File: src/tmd_pkg.sv
// Shared types and constants for the three-motor drive with command timeout.
// Used by tmd_core and three_motor_drive_with_timeout_unit; no dependencies.
package tmd_pkg;

  localparam int unsigned NumMotors  = 3;
  localparam int unsigned NumLimits  = 2;
  localparam int unsigned PowerW     = 11;
  localparam int unsigned DutyW      = 10;
  localparam int unsigned TimeW      = 32;
  localparam int unsigned CfgDataW   = 32;
  localparam int unsigned CfgIdxW    = 1;

  localparam logic signed [PowerW-1:0] PowerMax = 11'sd1023;
  localparam logic signed [PowerW-1:0] PowerMin = -11'sd1023;
  localparam logic [TimeW-1:0]         TimeoutReset = 32'd500;

  // Item kind carried in the action field.
  typedef enum logic [0:0] {
    ACT_SET_POWER = 1'b0,
    ACT_TICK      = 1'b1
  } action_e;

  // Configuration register indexes.
  typedef enum logic [CfgIdxW-1:0] {
    CFG_TIMEOUT_MS  = 1'b0,
    CFG_LEDS_ENABLE = 1'b1
  } cfg_idx_e;

  typedef struct packed {
    logic               action;
    logic [1:0]         motor_index;
    logic signed [15:0] power;
    logic [TimeW-1:0]   now_ms;
    logic               limit_0_pressed;
    logic               limit_1_pressed;
  } in_t;

  typedef struct packed {
    logic             dir_0;
    logic             dir_1;
    logic             dir_2;
    logic [DutyW-1:0] duty_0;
    logic [DutyW-1:0] duty_1;
    logic [DutyW-1:0] duty_2;
    logic             encoder_reset_0;
    logic             encoder_reset_1;
    logic             debug_flash;
  } out_t;

  // Saturate a 16-bit signed request to the drive range of plus or minus 1023.
  function automatic logic signed [PowerW-1:0] sat_power(input logic signed [15:0] req);
    logic signed [PowerW-1:0] res;
    if (req > 16'(PowerMax)) begin
      res = PowerMax;
    end else if (req < 16'(PowerMin)) begin
      res = PowerMin;
    end else begin
      res = req[PowerW-1:0];
    end
    return res;
  endfunction

endpackage

File: src/three_motor_drive_with_timeout_unit.sv
// Top level of the three-motor drive with command timeout.
// Depends on tmd_pkg and tmd_core.

// The block accepts one transaction per cycle while no tick is held in the
// input register, and has two register stages: an input transaction is
// captured in an input register and processed from there by tmd_core. A tick's
// result is loaded into the output register once the output side is free,
// which raises out_valid_o. Set-power transactions update the motor state and
// produce no result. The output register can hold the flow: while a result
// waits to be taken, a following set-power transaction still proceeds, but a
// following tick holds in the input register until the output side is free.
// Configuration writes take effect at the next clock edge and must be made
// while no transaction is in flight.
module three_motor_drive_with_timeout_unit (
  input  logic                           clk_i,
  input  logic                           rst_ni,
  input  logic                           in_valid_i,
  output logic                           in_ready_o,
  input  tmd_pkg::in_t                   in_data_i,
  output logic                           out_valid_o,
  input  logic                           out_ready_i,
  output tmd_pkg::out_t                  out_data_o,
  input  logic                           cfg_we_i,
  input  logic [tmd_pkg::CfgIdxW-1:0]    cfg_idx_i,
  input  logic [tmd_pkg::CfgDataW-1:0]   cfg_wdata_i
);
  import tmd_pkg::*;

  logic             in_valid_q;
  in_t              in_data_q;
  logic             out_valid_q;
  out_t             out_data_q;
  logic [TimeW-1:0] timeout_q;
  logic             leds_en_q;

  logic             s1_is_tick;
  logic             out_free;
  logic             s1_advance;
  out_t             result;

  // Configuration registers.
  always_ff @(posedge clk_i or negedge rst_ni) begin
    if (!rst_ni) begin
      timeout_q <= TimeoutReset;
      leds_en_q <= 1'b1;
    end else if (cfg_we_i) begin
      case (cfg_idx_e'(cfg_idx_i))
        CFG_TIMEOUT_MS:  timeout_q <= cfg_wdata_i[TimeW-1:0];
        CFG_LEDS_ENABLE: leds_en_q <= cfg_wdata_i[0];
        default:         ;
      endcase
    end
  end

  // Pipeline flow control.
  assign s1_is_tick = (action_e'(in_data_q.action) == ACT_TICK);
  assign out_free   = !out_valid_q || out_ready_i;
  assign s1_advance = in_valid_q && (!s1_is_tick || out_free);
  assign in_ready_o = !in_valid_q || s1_advance;

  // Input register.
  always_ff @(posedge clk_i or negedge rst_ni) begin
    if (!rst_ni) begin
      in_valid_q <= 1'b0;
    end else if (in_ready_o) begin
      in_valid_q <= in_valid_i;
    end
  end

  always_ff @(posedge clk_i) begin
    if (in_ready_o && in_valid_i) begin
      in_data_q <= in_data_i;
    end
  end

  tmd_core u_core (
    .clk_i         (clk_i),
    .rst_ni        (rst_ni),
    .en_i          (s1_advance),
    .item_i        (in_data_q),
    .timeout_ms_i  (timeout_q),
    .leds_enable_i (leds_en_q),
    .result_o      (result)
  );

  // Result register.
  always_ff @(posedge clk_i or negedge rst_ni) begin
    if (!rst_ni) begin
      out_valid_q <= 1'b0;
    end else if (out_free) begin
      out_valid_q <= s1_advance && s1_is_tick;
    end
  end

  always_ff @(posedge clk_i) begin
    if (out_free && s1_advance && s1_is_tick) begin
      out_data_q <= result;
    end
  end

  assign out_valid_o = out_valid_q;
  assign out_data_o  = out_data_q;

endmodule

File: src/tmd_core.sv
// Motor state and per-transaction datapath: stored powers, update stamps,
// timeout check and duty/limit-stop decode. Depends on tmd_pkg.
module tmd_core (
  input  logic                           clk_i,
  input  logic                           rst_ni,
  input  logic                           en_i,
  input  tmd_pkg::in_t                   item_i,
  input  logic [tmd_pkg::TimeW-1:0]      timeout_ms_i,
  input  logic                           leds_enable_i,
  output tmd_pkg::out_t                  result_o
);
  import tmd_pkg::*;

  logic signed [PowerW-1:0] power_q [NumMotors];
  logic signed [PowerW-1:0] power_d [NumMotors];
  logic [TimeW-1:0]         stamp_q [NumMotors];
  logic [TimeW-1:0]         stamp_d [NumMotors];

  logic signed [PowerW-1:0] eff_power [NumMotors];
  logic [NumMotors-1:0]     dir;
  logic [DutyW-1:0]         duty [NumMotors];
  logic [NumLimits-1:0]     enc_reset;
  logic [NumLimits-1:0]     limit;
  logic [TimeW-1:0]         age;
  logic signed [PowerW-1:0] sat_req;
  logic                     is_tick;

  assign limit   = {item_i.limit_1_pressed, item_i.limit_0_pressed};
  assign sat_req = sat_power(item_i.power);

  always_comb begin
    case (action_e'(item_i.action))
      ACT_TICK:      is_tick = 1'b1;
      ACT_SET_POWER: is_tick = 1'b0;
      default:       is_tick = 1'b0;
    endcase
  end

  // Timeout, next state and drive decode for each motor.
  always_comb begin
    enc_reset = '0;
    for (int m = 0; m < NumMotors; m++) begin
      age          = item_i.now_ms - stamp_q[m];
      eff_power[m] = (age > timeout_ms_i) ? '0 : power_q[m];
      power_d[m]   = power_q[m];
      stamp_d[m]   = stamp_q[m];
      if (is_tick) begin
        power_d[m] = eff_power[m];
      end else if (item_i.motor_index == 2'(m)) begin
        power_d[m] = sat_req;
        stamp_d[m] = item_i.now_ms;
      end
      dir[m]  = eff_power[m][PowerW-1];
      duty[m] = dir[m] ? DutyW'(-eff_power[m]) : eff_power[m][DutyW-1:0];
      if (m < NumLimits) begin
        if (dir[m] && limit[m]) begin
          enc_reset[m] = 1'b1;
          duty[m]      = '0;
        end
      end
    end
  end

  // Motor state registers, cleared on reset.
  always_ff @(posedge clk_i or negedge rst_ni) begin
    if (!rst_ni) begin
      for (int m = 0; m < NumMotors; m++) begin
        power_q[m] <= '0;
        stamp_q[m] <= '0;
      end
    end else if (en_i) begin
      for (int m = 0; m < NumMotors; m++) begin
        power_q[m] <= power_d[m];
        stamp_q[m] <= stamp_d[m];
      end
    end
  end

  always_comb begin
    result_o.dir_0           = dir[0];
    result_o.dir_1           = dir[1];
    result_o.dir_2           = dir[2];
    result_o.duty_0          = duty[0];
    result_o.duty_1          = duty[1];
    result_o.duty_2          = duty[2];
    result_o.encoder_reset_0 = enc_reset[0];
    result_o.encoder_reset_1 = enc_reset[1];
    result_o.debug_flash     = leds_enable_i && (|enc_reset);
  end

endmodule
File: config.mk
export PLATFORM = sky130hd
export DESIGN_NAME = three_motor_drive_with_timeout_unit
export DESIGN_NICKNAME = d
export VERILOG_FILES = /design/src/tmd_pkg.sv /design/src/three_motor_drive_with_timeout_unit.sv /design/src/tmd_core.sv
export SDC_FILE = /design/constraint.sdc
export NUM_CORES = 1
export LEC_CHECK = 0
export ABC_AREA = 1
export BUFFER_PORTS_ARGS = -buffer_cell sky130_fd_sc_hd__buf_4
export CAP_MARGIN = 20
export CORE_MARGIN = 1.5
export CORE_UTILIZATION = 41
export CTS_CLUSTER_DIAMETER = 200
export DETAILED_ROUTE_END_ITERATION = 16
export MAX_ROUTING_LAYER = met4
export RECOVER_POWER = 50
export SYNTH_ARGS = -nofsm -noshare
export SYNTH_HDL_FRONTEND = slang
export SYNTH_SLANG_ARGS = --single-unit
export TNS_END_PERCENT = 50
File: constraint.sdc
create_clock -name clk_i -period 5.1 [get_ports clk_i]
set_clock_uncertainty 0.15 [all_clocks]
set_input_delay 0.51 -clock clk_i [delete_from_list [all_inputs] [get_ports clk_i]]
set_output_delay 0.51 -clock clk_i [all_outputs]
set_load 0.02 [all_outputs]
==> impl_metrics.json, run 1 <==
{
  "switching_share_pct": 42.9,
  "switchingPower_mw": 4.47,
  "async_reset_ff_share_pct": 64.8,
  "fin_cells": 2906,
  "violations": "capacitance limit, slew limit",
  "timing.final.hold_violations": 0,
  "start_kind": "flop",
  "peakVddDrop_mv": 0.304,
  "drt-total-wl_um": 51300,
  "fin_crit_sh_pct": 95.1,
  "num_rows": 74,
  "h-tree-depth": 1,
  "boundaryPins": 129,
  "cts_num_sinks": 253,
  "rsz0062_at_grt": "yes",
  "required_ns": 5.29,
  "crit_top_cell": "nand2_1",
  "max_stage_delay_ns": 0.45,
  "pwr-share-clk_pct": 21.7,
  "layout_setup_ws_ns": 0.250,
  "power.internal_mw": 5.94,
  "min-delay-path-class": "input pin to flop",
  "yosysWarnings": 0,
  "port_buffers": 128,
  "cts-root-buf": "clkbuf_16",
  "cts_tree": "done",
  "wl_per_cell_um": 17.6,
  "drc": 0,
  "clk_latency_ns": 0.59,
  "drive_above_1_share_pct": 11.2,
  "dpl.cell_count": 2784,
  "ys_top_cells_by_area": "dfrtp_1, edfxtp_1, ha_1",
  "place_ws_ns": -0.0648,
  "status": "complete, but fails checks",
  "grt_max_degree": 97,
  "antenna_found_initial": 0,
  "synthFlopType": "dfrtp_1",
  "synthTopCellsByCount": "nand2_1, inv_1, a21oi_1",
  "drt_iter0_drc": 913,
  "yosysUniqueCellTypes": 51,
  "synth_seq_cells": 253,
  "core_mm2": 0.0411,
  "avgSynthCellArea_um2": 8.08,
  "sequentialPowerShare_pct": 27.4,
  "clkTransAtPathRegs_ns": 0.07,
  "yosysSeqAreaShare_pct": 39.5,
  "worstPathArrival_ns": 5.04,
  "die_w_um": 208,
  "gr-usage-all-layers_pct": 24.2,
  "areaGrowthSynthToFinish_pct": 21.2,
  "syn_nets": 2409,
  "cts_max_path_buffers": 3,
  "post-synth-top-area-fraction_pct": 22.9,
  "cp_max_fo": 4,
  "dieArea_mm2": 0.0431,
  "ant_nets": 0,
  "grt_pass1_wl_um": 80200,
  "n_antenna_cell": 0,
  "drv_slew": 163,
  "grt_pass1_vias": 14714,
  "first_pass_iters": 5,
  "die_height_um": 208,
  "routed_via_density": 5.16,
  "synthCells": 2123,
  "dpl.hpwl_um": 40400,
  "num-nets-final": 2638,
  "worst_pin_slew_ns": 3.78,
  "cts_buffers": 28,
  "yosysTopAreaCell": "dfrtp_1",
  "fmax_mhz": 206,
  "relSlewSlack_pct": -152,
  "synthMostInstantiatedCell": "nand2_1",
  "slowest_stage": "edfxtp_1",
  "leakage_nw": 9.90,
  "critical_path_class": "flop to flop",
  "netlist_area_mm2": 0.0172,
  "finalCriticalPeriod_ns": 4.85,
  "synth_edf_count": 89,
  "fin_setup_tns_ns": 0,
  "power_frac_comb_pct": 50.9,
  "vias": 15001,
  "maxCapViolCount": 3,
  "setup_viol": 0,
  "start_util_pct": 41.7,
  "critPathCaptureType": "flop",
  "fin_hold_ws_ns": 0.0347,
  "grt-ovfl-total": 0,
  "cellPowerDensity_mw_per_mm2": 501,
  "gp_congestion": 0.987
}
worst max-delay path, delay by kind of cell, from the launching register on:
kind | cells | cell delay (ns)
and+or+nand+nor | 11 | 0.83
buffers and inverters | 5 | 0.53
DFF | 1 | 0.45
adders and majority gates | 3 | 0.85
xor gates and xnor gates | 1 | 0.18
AOI/OAI and AO/OA | 8 | 1.61
repair_timing:
item                       4_1_cts  5_1_grt
setup endpoints to repair        7       29
hold endpoints to repair       131        0
pin swaps                        0        9
setup buffers                    0        4
resized for setup                2       56
hold buffers                    65        0
flip-flops by register name (all words and copies together) (netlist names):
name / count
u_core.stamp_q: 96
in_data_q: 52
out_data_o: 36
u_core.power_q: 33
timeout_q: 32
in_valid_q: 1
leds_en_q: 1
out_valid_o: 1
s1_is_tick: 1
area by class of cell:
type	instances	area, um2
fill	4015	20300
multi-input combinational	1539	9350
sequential	253	6790
timing repair buffer	238	1860
inverter	292	1100
clock buffer	34	753
tap	532	666
clock inverter	18	290
kinds of logic (layout without fill, tap and decap cells):
family,Yosys count,after routing,synth area share (%)
compound gates,510,510,16.1
fa+ha+maj,195,195,14.3
buf+inv,331,582,7.44
simple gates,742,742,17.9
mux,1,1,0.0583
xor+xnor,91,91,4.64
flops,253,253,39.5
metrics by stage:
| step | cell area (um2) | util, % | total power [mW] |
|---|---|---|---|
| 6_report | 20800 | 50.6 | 10.4 |
| 4_1_cts | 20700 | 50.3 | 10.4 |
| 3_3_place_gp | 18900 | 46.0 | 7.94 |
| 3_5_place_dp | 19000 | 46.1 | 8.00 |
| 2_1_floorplan | 17200 | - | 6.41 |
| 5_1_grt | 20800 | 50.6 | 11.2 |
cell usage in the layout (no fill, tap or decap), types with 4 or more instances in the layout:
cell type and instances:
nand4_1 19, buf_4 85, nand3_1 58, nor2_1 186, clkbuf_4 52, a21o_1 8, a21boi_0 4, o211ai_1 8
a21oi_1 203, nand2_4 4, dlygate4sd3_1 65, nor3_1 15, nor4_1 7, edfxtp_1 89, clkinv_4 4, bufinv_16 6
dfrtp_1 157, clkbuf_16 28, o31ai_1 5, o21a_1 8, clkbuf_1 35, xnor2_1 33, ha_2 7, a21oi_2 9
inv_2 5, ha_1 181, xor2_1 57, o21ai_0 185, nand2_1 428, dfstp_2 7, o21bai_1 7, a31oi_1 40
ha_4 4, o21ai_1 10, nor2_2 5, o21ai_2 4, inv_1 284, nand2_2 9
per-layer routing:
metal,track usage (%),up-vias,wire length (um)
met2,39.7,328,23800
met5,-,-,0
met3,2.27,66,1920
met1,32.4,7024,24400
li1,-,7583,-
met4,5.30,0,1090
power by group through the flow:
stage	Sequential, mW	Clock, mW	Combinational (mW)
final	2.86	2.26	5.30
after global routing	2.91	2.40	5.94
after CTS	2.85	2.33	5.18
after detailed placement	2.89	0	5.11
after global placement	2.88	0	5.06
after floorplan	2.91	0	3.50
worst paths after layout:
check / slack (ns) / cells past startpoint / startpoint / endpoint
worst max register to register: 0.25 / 28 / in_data_q[4] / out_data_o[19]
worst min register to register: 0.34 / 2 / u_core.stamp_q[13] / u_core.stamp_q[13]
max in group asynchronous: 0.89 / 3 / rst_ni / u_core.power_q[31]
worst max-delay path: 0.25 / 28 / in_data_q[4] / out_data_o[19]
min in group asynchronous: 1.62 / 2 / rst_ni / u_core.stamp_q[48]
worst min-delay path: 0.03 / 3 / cfg_wdata_i[22] / timeout_q[22]
No activity file was read; power rests on OpenSTA's default activity.
==> run 2: changes to the inputs <==
- CORE_ASPECT_RATIO: unset -> 0.6
- REMOVE_ABC_BUFFERS: unset -> 1
==> run 2 against run 1 <==
  * The run still ends with capacitance limit, slew limit left
  * Via count grew 5.8%
  * Sequential share of layout area decreased by 0.39 points
  * Critical path depth decreased by 1
  * Worst setup slack got worse by 0.086 ns
  * Total power rose by 1.1%
  * Clock-buffer cell count did not move
  * Sequential power about the same
  * Critical path type unchanged
  * Global-route usage up 3.0 points
==> impl_metrics.json, run 2 (same netlist as run 1, synthesis figures left out) <==
{
  "critical_path_class": "flop to flop",
  "grt-ovfl-total": 0,
  "cellPowerDensity_mw_per_mm2": 500,
  "place_area_mm2": 0.0191,
  "boundaryPins": 129,
  "clkTransAtPathRegs_ns": 0.07,
  "num-nets-final": 2665,
  "timing.final.hold_violations": 0,
  "worstPathArrival_ns": 5.13,
  "dieArea_mm2": 0.0431,
  "required_ns": 5.29,
  "drv_slew": 153,
  "gr-usage-all-layers_pct": 27.2,
  "slowest_stage": "edfxtp_1",
  "fin_crit_sh_pct": 96.8,
  "switchingPower_mw": 4.71,
  "drt-total-wl_um": 56900,
  "power_frac_comb_pct": 54.1,
  "min-delay-path-class": "input pin to flop",
  "switching_share_pct": 44.7,
  "gp_congestion": 1.00,
  "dpl.cell_count": 2828,
  "grt_pass1_vias": 14543,
  "core_mm2": 0.0409,
  "pwr-share-clk_pct": 18.5,
  "place_ws_ns": -0.0893,
  "relSlewSlack_pct": -137,
  "cts_buffers": 27,
  "finalCriticalPeriod_ns": 4.94,
  "power.internal_mw": 5.82,
  "maxCapViolCount": 3,
  "grt_max_degree": 106,
  "cts_num_sinks": 253,
  "worst_pin_slew_ns": 3.56,
  "num_rows": 57,
  "largest_register_ffs": 96,
  "rsz0062_at_grt": "yes",
  "critPathCaptureType": "flop",
  "first_pass_iters": 5,
  "vias": 15867,
  "dpl.hpwl_um": 44900,
  "ant_nets": 0,
  "areaGrowthSynthToFinish_pct": 22.7,
  "regMostFlops": "u_core.stamp_q",
  "cts_tree": "done",
  "cp_max_fo": 6,
  "sequentialPowerShare_pct": 27.4,
  "layout_commonest_cell": "nand2_1",
  "start_kind": "flop",
  "clk_latency_ns": 0.58,
  "violations": "capacitance limit, slew limit",
  "peakVddDrop_mv": 0.258,
  "antenna_found_initial": 0,
  "layout_setup_ws_ns": 0.164,
  "setup_viol": 0,
  "cts_max_path_buffers": 3,
  "fin_cells": 2960,
  "wl_per_cell_um": 19.2,
  "fin_setup_tns_ns": 0,
  "drt_iter0_drc": 1651,
  "leakage_nw": 9.93,
  "n_antenna_cell": 0,
  "max_stage_delay_ns": 0.39,
  "die_w_um": 267,
  "routed_via_density": 5.36,
  "start_util_pct": 42.0,
  "h-tree-depth": 1,
  "status": "complete, but fails checks",
  "drive_above_1_share_pct": 13.4,
  "cts-root-buf": "clkbuf_16",
  "port_buffers": 128,
  "grt_pass1_wl_um": 86400,
  "final_area_mm2": 0.0211,
  "drc": 0,
  "fmax_mhz": 203,
  "die_height_um": 161,
  "final_cell_mix": "nand2_1, inv_1, a21oi_1, nor2_1, o21ai_0",
  "fin_hold_ws_ns": 0.0293
}
==> run 2: metrics by stage <==
step | util [%] | total power, mW
2_1_floorplan | - | 6.35
3_3_place_gp | 46.7 | 8.10
3_5_place_dp | 46.8 | 8.17
4_1_cts | 50.3 | 10.2
5_1_grt | 51.5 | 11.4
6_report | 51.5 | 10.5
==> run 2: worst paths after layout <==
check,startpoint,endpoint,slack [ns],cells past startpoint
max,in_data_q[11],out_data_o[31],0.16,27
min,cfg_wdata_i[21],timeout_q[21],0.03,3
max reg2reg,in_data_q[11],out_data_o[31],0.16,27
min reg2reg,u_core.stamp_q[86],u_core.stamp_q[86],0.33,2
max in group asynchronous,rst_ni,u_core.stamp_q[64],1.21,2
min in group asynchronous,rst_ni,u_core.stamp_q[12],1.53,2
==> run 2: final cells by class <==
class / instances / area [um2]
Inverter: 292 / 1100
Sequential cell: 253 / 6790
Clock inverter: 16 / 136
Timing Repair Buffer: 266 / 2010
Tap cell: 560 / 701
Clock buffer: 34 / 732
Multi-Input combinational cell: 1539 / 9600
Fill cell: 3947 / 19800
==> run 2: critical path, delay by kind of cell (launching register included) <==
| family | cells | cell delay, ns |
|---|---|---|
| compound gates | 5 | 1.19 |
| xor+xnor | 1 | 0.11 |
| fa+ha+maj | 3 | 0.87 |
| buf+inv | 5 | 0.47 |
| flops | 1 | 0.39 |
| simple gates | 13 | 1.50 |
==> run 2: power by group through the flow <==
| stage | sequential, mW | clock [mW] | combinational, mW |
|---|---|---|---|
| after floorplan | 2.91 | 0 | 3.44 |
| after global placement | 2.90 | 0 | 5.20 |
| after detailed placement | 2.91 | 0 | 5.26 |
| after CTS | 2.87 | 2.00 | 5.34 |
| after global routing | 2.93 | 2.08 | 6.37 |
| final | 2.88 | 1.95 | 5.70 |
==> run 2: per-layer routing <==
| metal | wire length [um] | vias to the layer above | GRT usage (%) |
|---|---|---|---|
| li1 | - | 7637 | - |
| met1 | 29600 | 7472 | 44.5 |
| met2 | 19800 | 694 | 31.8 |
| met3 | 6630 | 64 | 7.71 |
| met4 | 939 | 0 | 4.18 |
| met5 | 0 | - | - |
==> run 2: timing repair <==
item / CTS / global route
resized for setup: 3 / 99
endpoints found under the setup margin: 3 / 30
pin swaps: 1 / 20
hold buffers: 56 / 0
setup buffers: 0 / 26
hold endpoints to repair: 107 / 0
